### src/design/cheb_pkg.sv
package cheb_pkg;

    localparam int FRAC_BITS = 16;
    localparam int MAX_ORDER = 63;

    localparam int DEG_W   = 6;
    localparam int VAL_W   = 18;
    localparam int U_W     = 24;
    localparam int SLOPE_W = 29;
    localparam int PROD_W  = 2 * U_W;
    localparam int DIFF_W  = PROD_W + 1;

    localparam logic [DEG_W-1:0]          ORDER_RESET = DEG_W'(16);
    localparam logic [DEG_W-1:0]          ORDER_MAX   = DEG_W'(MAX_ORDER);
    localparam logic signed [VAL_W-1:0]   ONE_FX      = VAL_W'(64'sd1 <<< FRAC_BITS);
    localparam logic signed [U_W-1:0]     U_ONE       = U_W'(64'sd1 <<< FRAC_BITS);
    localparam logic signed [U_W-1:0]     U_LIM       =
        U_W'(64'(MAX_ORDER) * (64'sd1 <<< FRAC_BITS));
    localparam logic signed [SLOPE_W-1:0] SLOPE_ONE   = SLOPE_W'(64'sd1 <<< FRAC_BITS);
    localparam logic signed [SLOPE_W-1:0] S_LIM       =
        SLOPE_W'(64'(MAX_ORDER) * 64'(MAX_ORDER) * (64'sd1 <<< FRAC_BITS));

    typedef enum logic [2:0] {
        ST_IDLE,
        ST_MUL_T,
        ST_MUL_U,
        ST_MUL_S,
        ST_EMIT
    } state_t;

    typedef enum logic [1:0] {
        OP_NONE,
        OP_T,
        OP_U,
        OP_S
    } mul_op_t;

    function automatic logic signed [VAL_W-1:0] sat_val(input logic signed [DIFF_W-1:0] x);
        logic signed [DIFF_W-1:0] hi;
        logic signed [DIFF_W-1:0] lo;
        hi = DIFF_W'(ONE_FX);
        lo = -hi;
        if (x > hi)
            return ONE_FX;
        else if (x < lo)
            return -ONE_FX;
        else
            return VAL_W'(x);
    endfunction

    function automatic logic signed [U_W-1:0] sat_u(input logic signed [DIFF_W-1:0] x);
        logic signed [DIFF_W-1:0] hi;
        logic signed [DIFF_W-1:0] lo;
        hi = DIFF_W'(U_LIM);
        lo = -hi;
        if (x > hi)
            return U_LIM;
        else if (x < lo)
            return -U_LIM;
        else
            return U_W'(x);
    endfunction

    function automatic logic signed [SLOPE_W-1:0] sat_slope(
        input logic signed [PROD_W-1:0] x);
        logic signed [PROD_W-1:0] hi;
        logic signed [PROD_W-1:0] lo;
        hi = PROD_W'(S_LIM);
        lo = -hi;
        if (x > hi)
            return S_LIM;
        else if (x < lo)
            return -S_LIM;
        else
            return SLOPE_W'(x);
    endfunction

endpackage

### src/design/chebyshev_basis_with_derivative_core.sv
// Chebyshev first-kind basis T_i(t) and derivative i*U_{i-1}(t), degrees 0..order per node.
// Each node starts at degree 0 in ST_EMIT. Degrees 0 and 1 are loaded by ST_EMIT alone,
// every higher degree takes 3 passes through the shared multiplier (ST_MUL_T, ST_MUL_U,
// ST_MUL_S) plus the output load in ST_EMIT, which waits while a result is stalled.
// node_stall is high from node acceptance until the last result is loaded.
// Reset (async, rst_n low): sequencer idle, output invalid, order = 16.
module chebyshev_basis_with_derivative_core (
    input  logic                                   clk,
    input  logic                                   rst_n,
    input  logic                                   order_we,
    input  logic        [cheb_pkg::DEG_W-1:0]      order_wdata,
    input  logic                                   node_valid,
    output logic                                   node_stall,
    input  logic signed [cheb_pkg::VAL_W-1:0]      node,
    output logic                                   res_valid,
    input  logic                                   res_stall,
    output logic        [cheb_pkg::DEG_W-1:0]      degree,
    output logic signed [cheb_pkg::VAL_W-1:0]      value,
    output logic signed [cheb_pkg::SLOPE_W-1:0]    slope,
    output logic                                   last
);
    import cheb_pkg::*;

    state_t                     state_reg, state_next;
    logic [DEG_W-1:0]           order_reg;
    logic [DEG_W-1:0]           deg_reg, deg_next;
    logic [DEG_W-1:0]           n_reg, n_next;
    logic                       res_valid_reg, res_valid_next;

    logic signed [VAL_W-1:0]    t_reg, t_next;
    logic signed [VAL_W-1:0]    tp0_reg, tp0_next;
    logic signed [VAL_W-1:0]    tp1_reg, tp1_next;
    logic signed [U_W-1:0]      up0_reg, up0_next;
    logic signed [U_W-1:0]      up1_reg, up1_next;
    logic signed [VAL_W-1:0]    val_reg, val_next;
    logic signed [U_W-1:0]      u_reg, u_next;

    logic [DEG_W-1:0]           degree_reg, degree_next;
    logic signed [VAL_W-1:0]    value_reg, value_next;
    logic signed [SLOPE_W-1:0]  slope_reg, slope_next;
    logic                       last_reg, last_next;

    mul_op_t                    mul_op;
    logic signed [PROD_W-1:0]   prod;
    logic signed [PROD_W-1:0]   prod_sh;
    logic signed [VAL_W-1:0]    node_sat;
    logic                       node_acc;
    logic                       out_free;

    cheb_mul u_mul (
        .clk  (clk),
        .op   (mul_op),
        .t    (t_reg),
        .tp0  (tp0_reg),
        .up0  (up0_reg),
        .deg  (deg_reg),
        .prod (prod)
    );

    assign node_stall = (state_reg != ST_IDLE);
    assign node_acc   = node_valid && !node_stall;
    assign out_free   = !res_valid_reg || !res_stall;
    assign prod_sh    = prod >>> (FRAC_BITS - 1);

    always_comb
    begin
        if (node > ONE_FX)
            node_sat = ONE_FX;
        else if (node < -ONE_FX)
            node_sat = -ONE_FX;
        else
            node_sat = node;
    end

    always_comb
    begin
        state_next     = state_reg;
        deg_next       = deg_reg;
        n_next         = n_reg;
        t_next         = t_reg;
        tp0_next       = tp0_reg;
        tp1_next       = tp1_reg;
        up0_next       = up0_reg;
        up1_next       = up1_reg;
        val_next       = val_reg;
        u_next         = u_reg;
        degree_next    = degree_reg;
        value_next     = value_reg;
        slope_next     = slope_reg;
        last_next      = last_reg;
        mul_op         = OP_NONE;
        res_valid_next = res_stall ? res_valid_reg : 1'b0;

        case (state_reg)
            ST_IDLE:
            begin
                if (node_acc)
                begin
                    t_next     = node_sat;
                    deg_next   = '0;
                    n_next     = (order_reg > ORDER_MAX) ? ORDER_MAX : order_reg;
                    state_next = ST_EMIT;
                end
            end
            ST_MUL_T:
            begin
                mul_op     = OP_T;
                state_next = ST_MUL_U;
            end
            ST_MUL_U:
            begin
                mul_op     = OP_U;
                val_next   = sat_val(DIFF_W'(prod_sh) - DIFF_W'(tp1_reg));
                state_next = ST_MUL_S;
            end
            ST_MUL_S:
            begin
                mul_op     = OP_S;
                u_next     = sat_u(DIFF_W'(prod_sh) - DIFF_W'(up1_reg));
                state_next = ST_EMIT;
            end
            ST_EMIT:
            begin
                if (out_free)
                begin
                    res_valid_next = 1'b1;
                    degree_next    = deg_reg;
                    last_next      = (deg_reg == n_reg);
                    if (deg_reg == '0)
                    begin
                        value_next = ONE_FX;
                        slope_next = '0;
                        tp0_next   = ONE_FX;
                        tp1_next   = '0;
                        up0_next   = U_ONE;
                        up1_next   = '0;
                    end
                    else if (deg_reg == DEG_W'(1))
                    begin
                        value_next = t_reg;
                        slope_next = SLOPE_ONE;
                        tp0_next   = t_reg;
                        tp1_next   = tp0_reg;
                        up0_next   = sat_u(DIFF_W'(t_reg) <<< 1);
                        up1_next   = up0_reg;
                    end
                    else
                    begin
                        value_next = val_reg;
                        slope_next = sat_slope(prod);
                        tp0_next   = val_reg;
                        tp1_next   = tp0_reg;
                        up0_next   = u_reg;
                        up1_next   = up0_reg;
                    end
                    if (deg_reg == n_reg)
                        state_next = ST_IDLE;
                    else
                    begin
                        deg_next   = deg_reg + DEG_W'(1);
                        state_next = (deg_reg == '0) ? ST_EMIT : ST_MUL_T;
                    end
                end
            end
            default:
            begin
                state_next = ST_IDLE;
            end
        endcase
    end

    always_ff @(posedge clk or negedge rst_n)
    begin
        if (!rst_n)
        begin
            state_reg     <= ST_IDLE;
            order_reg     <= ORDER_RESET;
            deg_reg       <= '0;
            n_reg         <= '0;
            res_valid_reg <= 1'b0;
        end
        else
        begin
            state_reg     <= state_next;
            deg_reg       <= deg_next;
            n_reg         <= n_next;
            res_valid_reg <= res_valid_next;
            if (order_we)
                order_reg <= order_wdata;
        end
    end

    always_ff @(posedge clk)
    begin
        t_reg      <= t_next;
        tp0_reg    <= tp0_next;
        tp1_reg    <= tp1_next;
        up0_reg    <= up0_next;
        up1_reg    <= up1_next;
        val_reg    <= val_next;
        u_reg      <= u_next;
        degree_reg <= degree_next;
        value_reg  <= value_next;
        slope_reg  <= slope_next;
        last_reg   <= last_next;
    end

    assign res_valid = res_valid_reg;
    assign degree    = degree_reg;
    assign value     = value_reg;
    assign slope     = slope_reg;
    assign last      = last_reg;

    a_acc_starts_deg0: assert property (@(posedge clk) disable iff (!rst_n)
        node_acc |=> (state_reg == ST_EMIT) && (deg_reg == '0))
        else $error("node transaction did not start at degree 0");

    a_deg_bound: assert property (@(posedge clk) disable iff (!rst_n)
        (state_reg != ST_IDLE) |-> (deg_reg <= n_reg) && (n_reg <= ORDER_MAX))
        else $error("degree counter past order");

    a_value_range: assert property (@(posedge clk) disable iff (!rst_n)
        res_valid_reg |-> (value_reg <= ONE_FX) && (value_reg >= -ONE_FX))
        else $error("value out of range");

    a_u_range: assert property (@(posedge clk) disable iff (!rst_n)
        (state_reg == ST_MUL_T) |-> (up0_reg <= U_LIM) && (up0_reg >= -U_LIM))
        else $error("second-kind term out of range");

    a_last_ends: assert property (@(posedge clk) disable iff (!rst_n)
        (state_reg == ST_EMIT) && out_free && (deg_reg == n_reg) |=> (state_reg == ST_IDLE))
        else $error("sequencer did not return idle after last result");

endmodule

### src/design/cheb_mul.sv
module cheb_mul (
    input  logic                                   clk,
    input  cheb_pkg::mul_op_t                      op,
    input  logic signed [cheb_pkg::VAL_W-1:0]      t,
    input  logic signed [cheb_pkg::VAL_W-1:0]      tp0,
    input  logic signed [cheb_pkg::U_W-1:0]        up0,
    input  logic        [cheb_pkg::DEG_W-1:0]      deg,
    output logic signed [cheb_pkg::PROD_W-1:0]     prod
);
    import cheb_pkg::*;

    logic signed [U_W-1:0]    op_a;
    logic signed [U_W-1:0]    op_b;
    logic signed [PROD_W-1:0] prod_reg;

    always_comb
    begin
        case (op)
            OP_T:
            begin
                op_a = U_W'(t);
                op_b = U_W'(tp0);
            end
            OP_U:
            begin
                op_a = U_W'(t);
                op_b = up0;
            end
            OP_S:
            begin
                op_a = signed'({{(U_W-DEG_W){1'b0}}, deg});
                op_b = up0;
            end
            default:
            begin
                op_a = '0;
                op_b = '0;
            end
        endcase
    end

    always_ff @(posedge clk)
    begin
        if (op != OP_NONE)
            prod_reg <= op_a * op_b;
    end

    assign prod = prod_reg;

endmodule

### config.mk
export PLATFORM = sky130hd
export DESIGN_NAME = chebyshev_basis_with_derivative_core
export DESIGN_NICKNAME = d
export VERILOG_FILES = /design/src/design/cheb_pkg.sv /design/src/design/chebyshev_basis_with_derivative_core.sv /design/src/design/cheb_mul.sv
export SDC_FILE = /design/constraint.sdc
export NUM_CORES = 2
export LEC_CHECK = 0
export ABC_AREA = 1
export ABC_CLOCK_PERIOD_IN_PS = 8700
export BUFFER_PORTS_ARGS = -buffer_cell sky130_fd_sc_hd__buf_2
export CAP_MARGIN = 20
export CORE_MARGIN = 4
export CORE_UTILIZATION = 58
export DETAILED_ROUTE_END_ITERATION = 10
export PLACE_DENSITY = 0.82
export SLEW_MARGIN = 20
export SYNTH_ARGS = -nofsm -noshare
export SYNTH_HDL_FRONTEND = slang
export SYNTH_SLANG_ARGS = --single-unit
### constraint.sdc
create_clock -name clk -period 8.7 [get_ports clk]
set_clock_uncertainty 0.1 [all_clocks]
set_input_delay 0.435 -clock clk [delete_from_list [all_inputs] [get_ports clk]]
set_output_delay 0.435 -clock clk [all_outputs]
set_load 0.01 [all_outputs]
==> reports/qor.txt <==
FINAL LAYOUT
------------------------------------------------------------------------------------------------------
Most common library cell in the layout ignoring fill and taps ........................... sky130_fd_sc_hd__inv_1
Commonest non-fill, non-tap cells in the layout ......................................... sky130_fd_sc_hd__inv_1 (1034), sky130_fd_sc_hd__nand2_1 (986), sky130_fd_sc_hd__fa_1 (495)
Core Util, Final ........................................................................       64.24%
Layout cell share with drive strength beyond 1 ..........................................       8.075%
Synthesis-to-finish area growth .........................................................       9.011%
Count of nets after finishing ...........................................................         5007
Max reg flops ...........................................................................           48

PWR
------------------------------------------------------------------------------------------------------
Total power after layout ................................................................     8.503 mW
Fraction of power consumed by sequential logic ..........................................        27.0%
Net switching fraction of the power .....................................................       51.66%
VDD IR max ..............................................................................  0.0002025 V
Logic gate share of total power .........................................................        59.4%
Cell internal pwr .......................................................................     4.110 mW
Sw power ................................................................................     4.392 mW
P per Cell Area ......................................................................... 233.4 nW/um^2
Relative contribution of the clock network to total power ...............................        13.6%
Total leakage power .....................................................................     19.77 nW

TIMING
------------------------------------------------------------------------------------------------------
Highest clock rate ......................................................................    116.3 MHz
Aggregate negative setup slack ..........................................................         0 ns
Smallest setup slack after layout .......................................................    0.1010 ns
Remaining max-slew budget at the tightest pin ...........................................       32.73%
Tcrit/Tclk final ........................................................................       98.84%
Final count of hold timing violations ...................................................            0
Count of endpoints failing setup in the final report ....................................            0
Worst hold slack ........................................................................   0.02113 ns
Slew at the pin with the worst max-slew slack ...........................................     1.008 ns
Final Slew Violations ...................................................................            0
Post-route minimum period ...............................................................     8.599 ns

WORST SETUP PATH
------------------------------------------------------------------------------------------------------
Sort of element at the end of the critical path .........................................         flop
Worst path arrival time .................................................................      8.78 ns
CP Max Fanout ...........................................................................           10
Setup slack on the worst flop-to-flop path ..............................................      0.10 ns
Startpoint-to-endpoint class of the critical path .......................................      reg2reg
Critical-path cell with the highest stage delay ......................................... sky130_fd_sc_hd__fa_2
CP peak stage delay .....................................................................      0.65 ns
Required time at the worst-slack endpoint ...............................................      8.88 ns
Sort of element at the start of the critical path .......................................         flop

GLOBAL ROUTING
------------------------------------------------------------------------------------------------------
Total track usage .......................................................................       33.28%
Global-route congestion overflow total ..................................................            0
Global-route wire length before repair ..................................................     157.0 mm
Maximum number of pins on one net before global-route repair ............................           74
Number of global-route vias before repair ...............................................        28730
Number of antenna violations at the first check in global routing .......................            1

ROUTE
------------------------------------------------------------------------------------------------------
Number of vias per cell after detailed routing ..........................................        5.539
DRC violations left .....................................................................            0
Average wire per standard cell ..........................................................     19.90 um
Number of nets still failing antenna checks after routing ...............................            0
Router iterations before antenna repair .................................................            6
Met3 wire len ...........................................................................     11.39 mm
M1 WL ...................................................................................     37.11 mm
Routed wire length on met2 ..............................................................     46.76 mm
Total vias in the final route ...........................................................        27990
Top metal layer carrying routed signals .................................................         met4
Routed wire length ......................................................................     100.6 mm
First DRT Iteration DRCs ................................................................         2645

PLACE
------------------------------------------------------------------------------------------------------
Gpl congestion ..........................................................................        1.046
Worst-case setup slack after placement ..................................................   -0.1736 ns
Count of buffers inserted at the top-level ports ........................................           84
HPWL reported at the end of detailed placement ..........................................     83.22 mm

FLOW RUN
------------------------------------------------------------------------------------------------------
Number of maximum-capacitance violations ................................................            0

CTS
------------------------------------------------------------------------------------------------------
Clock transition at the register clock pins on the worst setup and hold paths after CTS .      0.06 ns
Clock Latency Late Sink .................................................................      0.56 ns
Worst-case clock buffer depth ...........................................................            3
CTS buffer count ........................................................................           25
Clock sink count ........................................................................          250
Clk Tree Root Cell ...................................................................... sky130_fd_sc_hd__clkbuf_16
CTS tree ................................................................................        built
Count of H-tree levels built during CTS .................................................            1

LOGIC SYNTHESIS
------------------------------------------------------------------------------------------------------
Post-synthesis share of cell area spent on xor and xnor gates ...........................       1.572%
Portion of netlist area occupied by mux cells ...........................................           0%
Count of flip-flops with a built-in enable after synthesis ..............................          228
Post-synthesis compound-gate area fraction ..............................................       5.024%
Cell count after synthesis ..............................................................         4137
Synthesized flop and latch total ........................................................          250
Netlist cell types ......................................................................           52
Cell area after synthesis ...............................................................  33420 sq um
Count of warnings emitted by yosys ......................................................            0
Post-Synth Simple-Gate Area .............................................................       21.00%
Primary FF master, synth ................................................................ sky130_fd_sc_hd__edfxtp_1
Share of synthesized flip-flops with an asynchronous set or reset .......................       8.800%
Adder-Cell Fraction of Synth Area .......................................................       37.41%
Dominant combinational cell family by area after synthesis ..............................  adder cells
Sequential share of the synthesized area ................................................       22.14%
Average cell area after synthesis .......................................................  8.079 sq um
Post-synth net total ....................................................................         4866

OUTCOME
------------------------------------------------------------------------------------------------------
Run status .............................................................................. complete, no violations

DIE
------------------------------------------------------------------------------------------------------
Area of the die .........................................................................  61530 sq um
Die Width ...............................................................................     248.1 um
Area of the core ........................................................................  56710 sq um
Initial Util ............................................................................       58.93%
Height of the die .......................................................................     248.1 um
Number of I/O pins ......................................................................           85
Number of placement rows ................................................................           87

WORST HOLD PATH
------------------------------------------------------------------------------------------------------
Classification of the worst-slack hold path .............................................       in2reg

-- kinds of logic after synthesis --
| family | Yosys count |
|---|---|
| AND/OR/NAND/NOR | 1706 |
| adder cells (fa/ha/maj) | 700 |
| flip-flops | 250 |
| XOR/XNOR | 60 |
| buffers and inverters | 1138 |
| AO/OA/AOI/OAI | 283 |
-- metal layers --
layer / GRT usage [%] / vias up
li1: - / 12720
met1: 42.39 / 13400
met2: 55.02 / 1538
met3: 7.761 / 337
met4: 14.24 / 0
met5: 0 / -
-- worst max-delay path: cells and delay by family (launching register included) --
family / cells / cell delay [ns]
DFF: 1 / 0.43
xor gates and xnor gates: 1 / 0.17
AOI/OAI and AO/OA: 4 / 0.82
and+or+nand+nor: 6 / 1.04
buffers and inverters: 11 / 1.33
adders and majority gates: 9 / 4.43
-- layout make-up --
type | count | area [sq um]
multi-input cells | 2749 | 21890
fillers | 4663 | 20280
flip-flops and latches | 250 | 7398
inverters | 1051 | 3969
repair buffers | 200 | 1341
well taps | 756 | 945.9
clock buffers | 32 | 735.7
clock inverters | 14 | 143.9
repair inverters | 1 | 7.507
diodes | 1 | 2.502
-- power groups by stage --
stage	clock network, mW	registers [mW]	logic, mW
floorplan	0	2.26	3.37
finish	1.16	2.30	5.05
global placement	0	2.29	4.86
CTS	1.16	2.28	4.95
global route	1.22	2.32	5.57
detailed placement	0	2.30	4.92
-- through the flow --
stage          std cells  instance area [sq um]
6_report            5054                  36430
5_1_grt             5053                  36430
4_1_cts             5040                  36180
3_5_place_dp        4987                  35210
3_3_place_gp        4987                  35210
2_1_floorplan       4137                  33420
-- synth_stat cells, types with 21 or more instances --
master	number	share of area [%]
sky130_fd_sc_hd__nand2_1	988	11
sky130_fd_sc_hd__edfxtp_1	228	20
sky130_fd_sc_hd__xnor2_1	22	0.58
sky130_fd_sc_hd__fa_1	499	30
sky130_fd_sc_hd__o21ai_0	66	0.99
sky130_fd_sc_hd__nand4_1	34	0.64
sky130_fd_sc_hd__a21oi_1	121	1.8
sky130_fd_sc_hd__nor3_1	21	0.31
sky130_fd_sc_hd__nor2_1	426	4.8
sky130_fd_sc_hd__clkbuf_1	81	0.91
sky130_fd_sc_hd__nand2_2	22	0.41
sky130_fd_sc_hd__nand3_1	137	2.1
sky130_fd_sc_hd__ha_1	201	7.5
sky130_fd_sc_hd__dfrtp_1	21	1.6
sky130_fd_sc_hd__inv_1	1040	12
sky130_fd_sc_hd__xor2_1	38	1.0
-- path summary, 6_finish.rpt --
kind                           startpoint        endpoint  cells after the start
max                          state_reg[2]  u_mul.prod[40]                     31
min                        order_wdata[4]    order_reg[4]                      3
max reg2reg                  state_reg[2]  u_mul.prod[40]                     31
min reg2reg                     u_reg[12]     up0_reg[12]                      2
max in group asynchronous           rst_n    order_reg[4]                      2
min in group asynchronous           rst_n      deg_reg[1]                      2
-- timing repair --
| action | CTS | global route |
|---|---|---|
| pin swaps | 0 | 5 |
| gates cloned | 0 | 1 |
| hold buffers | 7 | 0 |
| setup buffers | 0 | 12 |
| endpoints found under the setup margin | 19 | 22 |
| endpoints found under the hold margin | 27 | 0 |
| resized for setup | 9 | 40 |
(Power assumes the default switching activity.)
